File: src/hw/rtl/sds_pkg.sv
// Shared types, constants and helpers of the scatter direction sampler.
package sds_pkg;

    localparam int CORDIC_STAGES = 24;
    localparam int SQRT_STEPS    = 31;
    localparam int STEP_STAGES   = (CORDIC_STAGES > SQRT_STEPS) ? CORDIC_STAGES : SQRT_STEPS;
    localparam int DIV_BITS      = 33;
    localparam int QUEUE_DEPTH   = 4;
    localparam int QUEUE_PTR_W   = $clog2(QUEUE_DEPTH);

    localparam logic signed [31:0] ONE_Q30     = 32'sh4000_0000;
    localparam logic [30:0]        HALF_PI_Q30 = 31'd1686629713;
    localparam logic signed [33:0] CORDIC_K    = 34'sd652032874;

    localparam logic [29:0] ATAN_TAB [32] = '{
        30'd843314856, 30'd497837829, 30'd263043836, 30'd133525158,
        30'd67021686,  30'd33543515,  30'd16775850,  30'd8388437,
        30'd4194282,   30'd2097149,   30'd1048575,   30'd524287,
        30'd262143,    30'd131071,    30'd65535,     30'd32767,
        30'd16383,     30'd8191,      30'd4095,      30'd2047,
        30'd1023,      30'd511,       30'd255,       30'd127,
        30'd63,        30'd31,        30'd15,        30'd7,
        30'd3,         30'd1,         30'd0,         30'd0
    };

    // register indexes (byte address = 4 * index)
    localparam logic [2:0] REG_MODE      = 3'd0;
    localparam logic [2:0] REG_AXIS_X    = 3'd1;
    localparam logic [2:0] REG_AXIS_Y    = 3'd2;
    localparam logic [2:0] REG_AXIS_Z    = 3'd3;
    localparam logic [2:0] REG_AXIS_SINE = 3'd4;

    localparam logic MODE_ISO  = 1'b0;
    localparam logic MODE_AXIS = 1'b1;

    typedef logic signed [31:0] q30_t;

    typedef struct packed {
        logic        mode;
        q30_t        axis_x;
        q30_t        axis_y;
        q30_t        axis_z;
        logic [30:0] axis_sine;
    } cfg_t;

    // classified request handed from front to back
    typedef struct packed {
        logic [1:0]  quad;
        logic [30:0] theta;
        q30_t        mu;
    } item_t;

    function automatic q30_t sat_q30(input logic signed [67:0] v);
        if (v > 68'sd1073741824) begin
            return ONE_Q30;
        end
        if (v < -68'sd1073741824) begin
            return -ONE_Q30;
        end
        return v[31:0];
    endfunction

endpackage

File: src/hw/rtl/sds_front.sv
// Front stage: takes input requests, derives azimuth angle and polar cosine.
module sds_front (
    input  logic          aclk,
    input  logic          aresetn,
    input  sds_pkg::cfg_t cfg,
    input  logic          s_tvalid,
    output logic          s_tready,
    input  logic [95:0]   s_tdata,   // uniform_a, uniform_b, cosine_in
    output logic          push,
    output sds_pkg::item_t push_item,
    input  logic          q_ready
);
    import sds_pkg::*;

    logic         valid_reg, valid_next;
    item_t        item_reg, item_next;
    logic [60:0]  theta_prod;
    logic signed [32:0] mu_iso;
    q30_t         cos_in;

    assign s_tready  = !valid_reg || q_ready;
    assign push      = valid_reg;
    assign push_item = item_reg;

    always_comb begin
        theta_prod = 61'(s_tdata[61:32]) * 61'(HALF_PI_Q30);
        mu_iso     = $signed({2'b00, s_tdata[31:1]}) - 33'sd1073741824;
        cos_in     = s_tdata[95:64];
        item_next.quad  = s_tdata[63:62];
        item_next.theta = theta_prod[60:30];
        item_next.mu    = (cfg.mode == MODE_AXIS) ? sat_q30(68'(cos_in)) : mu_iso[31:0];
        valid_next      = s_tready ? s_tvalid : valid_reg;
    end

    always_ff @(posedge aclk) begin
        if (!aresetn) begin
            valid_reg <= 1'b0;
        end else begin
            valid_reg <= valid_next;
        end
    end

    always_ff @(posedge aclk) begin
        if (s_tvalid && s_tready) begin
            item_reg <= item_next;
        end
    end

endmodule

File: config.mk
export PLATFORM = sky130hd
export DESIGN_NAME = sds_front
export DESIGN_NICKNAME = d
export VERILOG_FILES = /design/src/hw/rtl/sds_pkg.sv /design/src/hw/rtl/sds_front.sv
export SDC_FILE = /design/constraint.sdc
export NUM_CORES = 1
export LEC_CHECK = 0
export BUFFER_PORTS_ARGS = -buffer_cell sky130_fd_sc_hd__buf_4
export CAP_MARGIN = 40
export CORE_MARGIN = 8
export CORE_UTILIZATION = 45
export CTS_BUF_LIST = sky130_fd_sc_hd__clkbuf_8
export CTS_CLUSTER_SIZE = 24
export DETAILED_ROUTE_END_ITERATION = 10
export PLACE_DENSITY = 0.7
export RECOVER_POWER = 100
export SLEW_MARGIN = 20
export SYNTH_ARGS = -nofsm -noshare
export SYNTH_HDL_FRONTEND = slang
export SYNTH_SLANG_ARGS = --single-unit
File: constraint.sdc
create_clock -name aclk -period 12.96 [get_ports aclk]
set_clock_uncertainty 0.15 [all_clocks]
set_input_delay 0 -clock aclk [delete_from_list [all_inputs] [get_ports aclk]]
set_output_delay 0 -clock aclk [all_outputs]
set_load 0.05 [all_outputs]
==> results.yml <==
outcome:
  status: "finished with violations"
  violations: "capacitance limit, slew limit"
layout:
  final_cells: 2430
  mostFrequentLayoutCells: "inv_1 (491), ha_1 (355), fa_1 (332)"
  num_antenna_cells: 0
  area_growth_syn_to_layout_pct: 13.63
  fin_nets: 2822
  finish.utilization_pct: 51.54
  final_common_cell: "inv_1"
  fillerInstances: 3444
  layout-drive-gt1-share_pct: 6.433
sta:
  maxSlewHeadroom_pct: -103.5
  setup_tns_ns: 0
  setup_violations: 0
  clock.fmax_ghz: 0.1297
  rsz0062_at_grt: "no"
  hold_slack_ns: 0.2714
  fin_crit_sh_pct: 59.48
  hold_viol_final: 0
  worst_pin_slew_ns: 3.052
  final_max_slew_viol_count: 58
  min_period_ns: 7.709
floorplan:
  die_w_um: 212.9
  ios: 295
  coreArea_mm2: 0.03847
  fp.dieH_um: 212.9
  row_count: 72
  start_util_pct: 45.35
  die_area_mm2: 0.04532
yosys:
  netlist.area_leader.share_pct: 38.10
  synth_seq_cells: 66
  synth_area_mm2: 0.01745
  synth.yosys.seq_area_share_pct: 11.30
  syn_inst: 1682
  ys_warn_count: 0
  synth.avg_cell_area_um2: 10.37
  async_flop_share_pct: 0
  ys_types: 58
  synth_edf_count: 65
  yosysTopAreaCell: "fa_1"
  synth_nets: 2597
  ys.flop_type: "edfxtp_1"
  synth_area_leaders: "fa_1 (38%), ha_1 (25%), edfxtp_1 (11%), inv_1 (11%), o21ai_0 (1.7%)"
clocking:
  h-tree-depth: 3
  clockBufferDepth: 2
  insertion_delay_ns: 0.34
  cts_root_buf: "clkbuf_8"
  cts_sinks: 66
  clk_pin_slew_ns: 0.08
  tritoncts: "done"
  cts_made_buffers: 9
  cts_setup_buffers: 0
route:
  postRouteAntennaNets: 0
  dr.first_iter.drc_count: 809
  drt_wl_total_um: 44750
  drc: 0
  viasPerCell: 5.006
  num_vias: 12160
  dr.pass1.iters: 5
  wire_per_inst_um: 18.41
placement:
  dp_hpwl_um: 39440
  gp_congestion: 0.9735
  placed_cells: 2345
  placement.io_buffers: 166
critical_path:
  crit_fanout: 7
  cp-end-kind: "register"
  worst-setup-path-type: "primary input to register"
  cp-start-kind: "primary input"
  cp.arrival_ns: 7.67
  cp.required_ns: 12.92
global_route:
  grt_start_max_net_pins: 66
  grt_pass1_wl_um: 69830
  grt_pass1_vias: 13220
  grt_overflow_total: 0
  antenna_found_initial: 0
  grt_util_all_layers_pct: 19.85
run:
  maxCapViolations: 1
min_path:
  hold_path_class: "primary input to register"
-- through the flow --
| stage | area (um^2) | worst slack (ns) |
|---|---|---|
| after floorplan | 17450 | 6.522 |
| after global placement | 19260 | 5.478 |
| after CTS | 20140 | 5.771 |
| final | 19820 | 5.251 |
| after global routing | 19820 | 5.001 |
| after detailed placement | 19260 | 5.374 |
-- sequential cells by signal (all words and copies together) (netlist names) --
name	flops
push	1
push_item	65
-- layer usage --
metal	GRT usage [%]	share of wire, %
met1	25.89	44
met5	0	0
met2	33.26	46
met4	6.925	3.5
met3	3.126	6.9
-- cells in the mapped netlist, drive strengths merged (2+ instances only) --
cell	number
nand3	6
nor2b	3
nor3	11
o211ai	7
a31oi	7
a211oi	2
nand2	70
and4	3
inv	491
nand4	21
a21oi	55
buf	7
clkbuf	16
xnor2	21
o21bai	9
o2111ai	2
nor2	41
and2	2
nand2b	2
o21a	6
o32ai	2
a21boi	2
or3	6
xor2	13
and3	5
nor4	7
or2	2
fa	332
ha	355
a21o	31
o21ai	65
edfxtp	65
-- cells by family (layout without fill, tap and decap cells) --
family / Yosys count / count (layout) / share of synthesized area, %
adders and majority gates: 687 / 687 / 63.56
buffers and inverters: 514 / 744 / 11.15
AOI/OAI and AO/OA: 198 / 198 / 7.280
and+or+nand+nor: 182 / 182 / 4.949
DFF: 66 / 66 / 11.30
xor gates and xnor gates: 34 / 34 / 1.707
muxes: 1 / 1 / 0.05738
-- worst max-delay path, cell delays in order --
cell and delay (ns):
clkbuf_1 0.47, inv_1 0.23, fa_1 0.58, inv_1 0.14, fa_1 0.50, fa_1 0.55, inv_1 0.05, fa_1 0.47
inv_1 0.05, fa_1 0.48, fa_1 0.57, fa_1 0.45, fa_1 0.47, ha_1 0.38, nand4_1 0.15, a2111oi_0 0.38
nand2_1 0.10, o2111ai_1 0.16, a31oi_1 0.24, o21ai_0 0.42, nor3b_1 0.47, a31oi_1 0.19, xnor2_1 0.16
-- worst paths after layout --
check / start / end / slack (ns) / depth (start not counted)
max: s_tdata[36] / push_item[58] / 5.25 / 23
max reg2reg: push / push_item[23] / 9.14 / 4
min: s_tdata[62] / push_item[63] / 0.27 / 2
min reg2reg: push / push_item[6] / 0.96 / 3
-- final cells by class --
type	count	area (um^2)	share of cell area (%)
Multi-Input combinational cell	1102	13480	68.01
Sequential cell	66	1972	9.947
Inverter	491	1843	9.297
Timing Repair Buffer	237	1675	8.451
Tap cell	518	648.1	3.269
Clock buffer	9	123.9	0.6248
Clock inverter	7	78.83	0.3976
-- what timing repair did --
action | CTS | global route
gates resized for setup | 0 | 0
endpoints found under the hold margin | 35 | 0
hold buffers | 68 | 0
Power is not shown: default switching activity piles up to over one toggle a cycle in this logic, so the estimate is an artifact.
