**config.mk**
```make
export PLATFORM = sky130hd
export DESIGN_NAME = sds_queue
export DESIGN_NICKNAME = d
export VERILOG_FILES = /design/src/hw/rtl/sds_pkg.sv /design/src/hw/rtl/sds_queue.sv
export SDC_FILE = /design/constraint.sdc
export NUM_CORES = 1
export LEC_CHECK = 0
export ABC_AREA = 1
export BUFFER_PORTS_ARGS = -buffer_cell sky130_fd_sc_hd__buf_2
export CAP_MARGIN = 15
export CORE_ASPECT_RATIO = 2
export CORE_MARGIN = 4
export CORE_UTILIZATION = 57
export CTS_CLUSTER_SIZE = 24
export DETAILED_ROUTE_END_ITERATION = 7
export PLACE_DENSITY_LB_ADDON = 0.12
export RECOVER_POWER = 25
export SYNTH_ARGS = -nofsm -noshare
export SYNTH_HDL_FRONTEND = slang
export SYNTH_SLANG_ARGS = --single-unit
```
**constraint.sdc**
```tcl
create_clock -name aclk -period 4.9 [get_ports aclk]
set_clock_uncertainty 0.05 [all_clocks]
set_input_delay 0.98 -clock aclk [delete_from_list [all_inputs] [get_ports aclk]]
set_output_delay 0.98 -clock aclk [all_outputs]
set_load 0.05 [all_outputs]
```
**src/hw/rtl/sds_pkg.sv**
```systemverilog
// Shared types, constants and helpers of the scatter direction sampler.
package sds_pkg;

    localparam int CORDIC_STAGES = 24;
    localparam int SQRT_STEPS    = 31;
    localparam int STEP_STAGES   = (CORDIC_STAGES > SQRT_STEPS) ? CORDIC_STAGES : SQRT_STEPS;
    localparam int DIV_BITS      = 33;
    localparam int QUEUE_DEPTH   = 4;
    localparam int QUEUE_PTR_W   = $clog2(QUEUE_DEPTH);

    localparam logic signed [31:0] ONE_Q30     = 32'sh4000_0000;
    localparam logic [30:0]        HALF_PI_Q30 = 31'd1686629713;
    localparam logic signed [33:0] CORDIC_K    = 34'sd652032874;

    localparam logic [29:0] ATAN_TAB [32] = '{
        30'd843314856, 30'd497837829, 30'd263043836, 30'd133525158,
        30'd67021686,  30'd33543515,  30'd16775850,  30'd8388437,
        30'd4194282,   30'd2097149,   30'd1048575,   30'd524287,
        30'd262143,    30'd131071,    30'd65535,     30'd32767,
        30'd16383,     30'd8191,      30'd4095,      30'd2047,
        30'd1023,      30'd511,       30'd255,       30'd127,
        30'd63,        30'd31,        30'd15,        30'd7,
        30'd3,         30'd1,         30'd0,         30'd0
    };

    // register indexes (byte address = 4 * index)
    localparam logic [2:0] REG_MODE      = 3'd0;
    localparam logic [2:0] REG_AXIS_X    = 3'd1;
    localparam logic [2:0] REG_AXIS_Y    = 3'd2;
    localparam logic [2:0] REG_AXIS_Z    = 3'd3;
    localparam logic [2:0] REG_AXIS_SINE = 3'd4;

    localparam logic MODE_ISO  = 1'b0;
    localparam logic MODE_AXIS = 1'b1;

    typedef logic signed [31:0] q30_t;

    typedef struct packed {
        logic        mode;
        q30_t        axis_x;
        q30_t        axis_y;
        q30_t        axis_z;
        logic [30:0] axis_sine;
    } cfg_t;

    // classified request handed from front to back
    typedef struct packed {
        logic [1:0]  quad;
        logic [30:0] theta;
        q30_t        mu;
    } item_t;

    function automatic q30_t sat_q30(input logic signed [67:0] v);
        if (v > 68'sd1073741824) begin
            return ONE_Q30;
        end
        if (v < -68'sd1073741824) begin
            return -ONE_Q30;
        end
        return v[31:0];
    endfunction

endpackage

```
**src/hw/rtl/sds_queue.sv**
```systemverilog
// Short request queue between the front and back parts.
module sds_queue (
    input  logic           aclk,
    input  logic           aresetn,
    input  logic           in_valid,
    input  sds_pkg::item_t in_item,
    output logic           in_ready,
    output logic           out_valid,
    output sds_pkg::item_t out_item,
    input  logic           out_pop
);
    import sds_pkg::*;

    item_t                  mem_reg [QUEUE_DEPTH];
    logic [QUEUE_PTR_W-1:0] wr_ptr_reg, wr_ptr_next;
    logic [QUEUE_PTR_W-1:0] rd_ptr_reg, rd_ptr_next;
    logic [QUEUE_PTR_W:0]   count_reg, count_next;
    logic                   push_ok, pop_ok;

    assign in_ready  = count_reg != (QUEUE_PTR_W + 1)'(QUEUE_DEPTH);
    assign out_valid = count_reg != '0;
    assign out_item  = mem_reg[rd_ptr_reg];
    assign push_ok   = in_valid && in_ready;
    assign pop_ok    = out_pop && out_valid;

    always_comb begin
        wr_ptr_next = push_ok ? wr_ptr_reg + 1'b1 : wr_ptr_reg;
        rd_ptr_next = pop_ok ? rd_ptr_reg + 1'b1 : rd_ptr_reg;
        count_next  = count_reg;
        if (push_ok && !pop_ok) begin
            count_next = count_reg + 1'b1;
        end else if (pop_ok && !push_ok) begin
            count_next = count_reg - 1'b1;
        end
    end

    always_ff @(posedge aclk) begin
        if (!aresetn) begin
            wr_ptr_reg <= '0;
            rd_ptr_reg <= '0;
            count_reg  <= '0;
        end else begin
            wr_ptr_reg <= wr_ptr_next;
            rd_ptr_reg <= rd_ptr_next;
            count_reg  <= count_next;
        end
    end

    always_ff @(posedge aclk) begin
        if (push_ok) begin
            mem_reg[wr_ptr_reg] <= in_item;
        end
    end

    a_count_bound: assert property (@(posedge aclk) disable iff (!aresetn)
        count_reg <= (QUEUE_PTR_W + 1)'(QUEUE_DEPTH))
        else $error("queue count beyond depth");

endmodule

```
==> summary.txt <==
Setup path
  – Worst Path Buf+Inv: 2
  – WP depth: 4
  – Crit path max-delay family: buffers and inverters
  – Worst Path Required: 3870 ps
  – CP Cell Sequence: buf_4, o21ai_0, o22ai_1, buf_2
  – CP startpoint kind: register
  – R2R depth: 5
  – Critical path arrival: 2860 ps
  – Endpoint class of the critical path: primary output
  – Slowest-stage cell, CP: dfxtp_4
  – Max incr delay on CP: 740 ps
  – Worst setup path class: reg -> out
  – Max FO, Critical Path: 76

Cells and area
  – Post-layout instance area: 0.0119 mm^2
  – Layout cell share with drive strength beyond 1: 0.220
  – Core Util, Final: 0.665
  – Fillers: 1293
  – Max reg flops: 260
  – Area Growth Syn to Fin: 13.9%
  – Fin nets: 899

CTS
  – Root Driver: clkbuf_16
  – CTS buffer count: 23
  – H-tree Lvls: 1
  – Clk sinks: 269
  – Clk pin slew, worst setup/hold paths: 70 ps
  – CTS tree: done
  – Clock Latency Late Sink: 500 ps
  – CTS resizes: 0
  – Clk buf depth: 3
  – # Post-CTS Setup Buffers: 0
  – Cts hold-fix bufs: 0

Placed design
  – Dpl hpwl: 12.8 mm
  – Pre-CTS setup slack: 1560 ps
  – Port buffer count: 135
  – Placer Congestion: 0.791
  – Post-DP Area: 0.0112 mm^2

Logic synthesis
  – Share of the synthesized area in the top cell type: 0.748
  – Post-Syn Area per Cell: 15.0 um^2
  – Number of synthesized register bits: 269
  – Synth warnings: 0
  – Top cells by area, synth: edfxtp_1, nor2_1, o21ai_0
  – Register area share after synthesis: 0.766
  – Post-Syn Instances: 697
  – Syn Nets: 772
  – Yosys cell types: 24
  – Yosys top cell by area: edfxtp_1
  – Mapped cell area: 0.0104 mm^2

STA
  – Setup TNS: 0 ps
  – Final min period: 3890 ps
  – Worst-Margin Slew: 986 ps
  – Slack of the critical path: 1010 ps
  – Final setup vio count: 0
  – Fin crit share: 0.794
  – Final hold vios: 0
  – Max-slew violation count: 0
  – Unrepaired setup endpoints after global routing: no
  – Slew headroom: 0.341
  – Fmax: 257 MHz

Pwr
  – Pwr Total: 6.95 mW
  – Pwr dens: 585 mW/mm^2
  – Peak supply drop: 0.000461 V
  – Leakage: 4.03 nW

Die
  – I/O pin total: 136
  – Core Rows: 69
  – Die Ht: 199 um
  – Core Area: 0.0179 mm^2
  – Die Width: 104 um
  – Die ar.: 0.0207 mm^2
  – Initial core utilization: 0.584

Detailed routing
  – Vias per cell: 5.86
  – Detailed Routing Iterations Pass 1: 4
  – Routed len/inst: 20.7 um
  – Post-route DRC: 0
  – Antenna Violating Nets Remaining: 0
  – Routed WL: 21.9 mm
  – DR iter-0 viols: 350
  – Via count: 6189

Run status
  – Status: complete, no violations

Global route
  – Remaining global-route overflow: 0
  – Vias in the first global route: 6526
  – First-pass GRT wire length: 33.9 mm
  – Largest net degree at the start of global routing: 90
  – Antenna violations before repair: 3
  – GRT Total Usage: 0.210

Worst hold path
  – Hold Path Depth: 2
  – Hold Crit Class: reg -> reg

Flow run
  – Max_cap viols: 0
[cells in the mapped netlist]
| master | n |
|---|---|
| buf_4 | 1 |
| o22ai_1 | 45 |
| buf_6 | 9 |
| inv_2 | 1 |
| buf_2 | 12 |
| fa_1 | 1 |
| dfxtp_1 | 9 |
| nand3b_1 | 1 |
| nor2_1 | 124 |
| o21ai_0 | 91 |
| nor2_4 | 20 |
| inv_1 | 14 |
| buf_12 | 3 |
| edfxtp_1 | 260 |
| o21ai_2 | 5 |
| clkbuf_1 | 17 |
| o22ai_2 | 20 |
| nand2_1 | 15 |
| nand3_1 | 4 |
| xor2_1 | 1 |
| a21oi_1 | 3 |
| inv_6 | 1 |
| o21ai_1 | 35 |
| ha_1 | 5 |
[worst reg2reg max path, cell delays in order, from the launching register on]
cell and delay [ps]:
dfxtp_1 400, nor2_1 90, nand2_1 120, nand2_1 260, nor2_4 830, buf_4 480
[metal layers]
layer	vias to the layer above	GRT usage	routed length [um]
met5	-	0	8
met4	2	0.0927	546
met3	35	0.0314	1120
met2	184	0.400	12100
met1	3100	0.232	8120
li1	2868	-	-
[logic make-up (layout without fill, tap and decap cells)]
kind of cell,after synthesis,count (layout),synth area share
other cells,0,4,0
simple gates,164,164,0.0742
fa+ha+maj,6,6,0.00792
buf+inv,58,201,0.0343
xor+xnor,1,1,0.000840
compound gates,199,199,0.117
flops,269,269,0.766
[cell type report]
cell class / instances / area [um^2] / share of cell area
Clock buffer: 28 / 594 / 0.0500
Clock inverter: 13 / 91.3 / 0.00769
Timing Repair Buffer: 144 / 742 / 0.0625
Tap cell: 213 / 267 / 0.0224
Antenna cell: 4 / 10.0 / 0.000843
Sequential cell: 269 / 7990 / 0.673
Multi-Input combinational cell: 370 / 2120 / 0.178
Inverter: 16 / 65.1 / 0.00548
[report_power, final]
part,total [mW],switching [mW],internal [mW],leakage [nW]
Combinational,2.37,1.85,0.519,1.24
Clock,1.67,0.754,0.920,0.337
Sequential,2.91,0.113,2.80,2.46
[cells in the final DEF (no fill, tap or decap), drive strengths merged]
cell and instances:
clkbuf 69, bufinv 1, inv 18, clkinv 10, nand3b 1, dfxtp 9, buf 103, ha 5
nor2 144, nand3 4, a21oi 3, nand2 15, fa 1, diode 4, xor2 1, edfxtp 260
o21ai 131, o22ai 65
[through the flow]
| step | hold WS (ps) | instances |
|---|---|---|
| 6_report | 483 | 1057 |
| 5_1_grt | 502 | 1055 |
| 4_1_cts | 474 | 1053 |
| 3_5_place_dp | 445 | 1012 |
| 3_3_place_gp | 428 | 1012 |
| 2_1_floorplan | 415 | 697 |
[final timing paths]
kind                                     from        endpoint  slack (ps)
worst max-delay path                 register    out_item[22]        1010
worst min-delay path            rd_ptr_reg[1]        register         480
worst min register to register  rd_ptr_reg[1]        register         480
worst max register to register   count_reg[0]  mem_reg[1][21]        2340
Power figures use the tool's default switching activity.
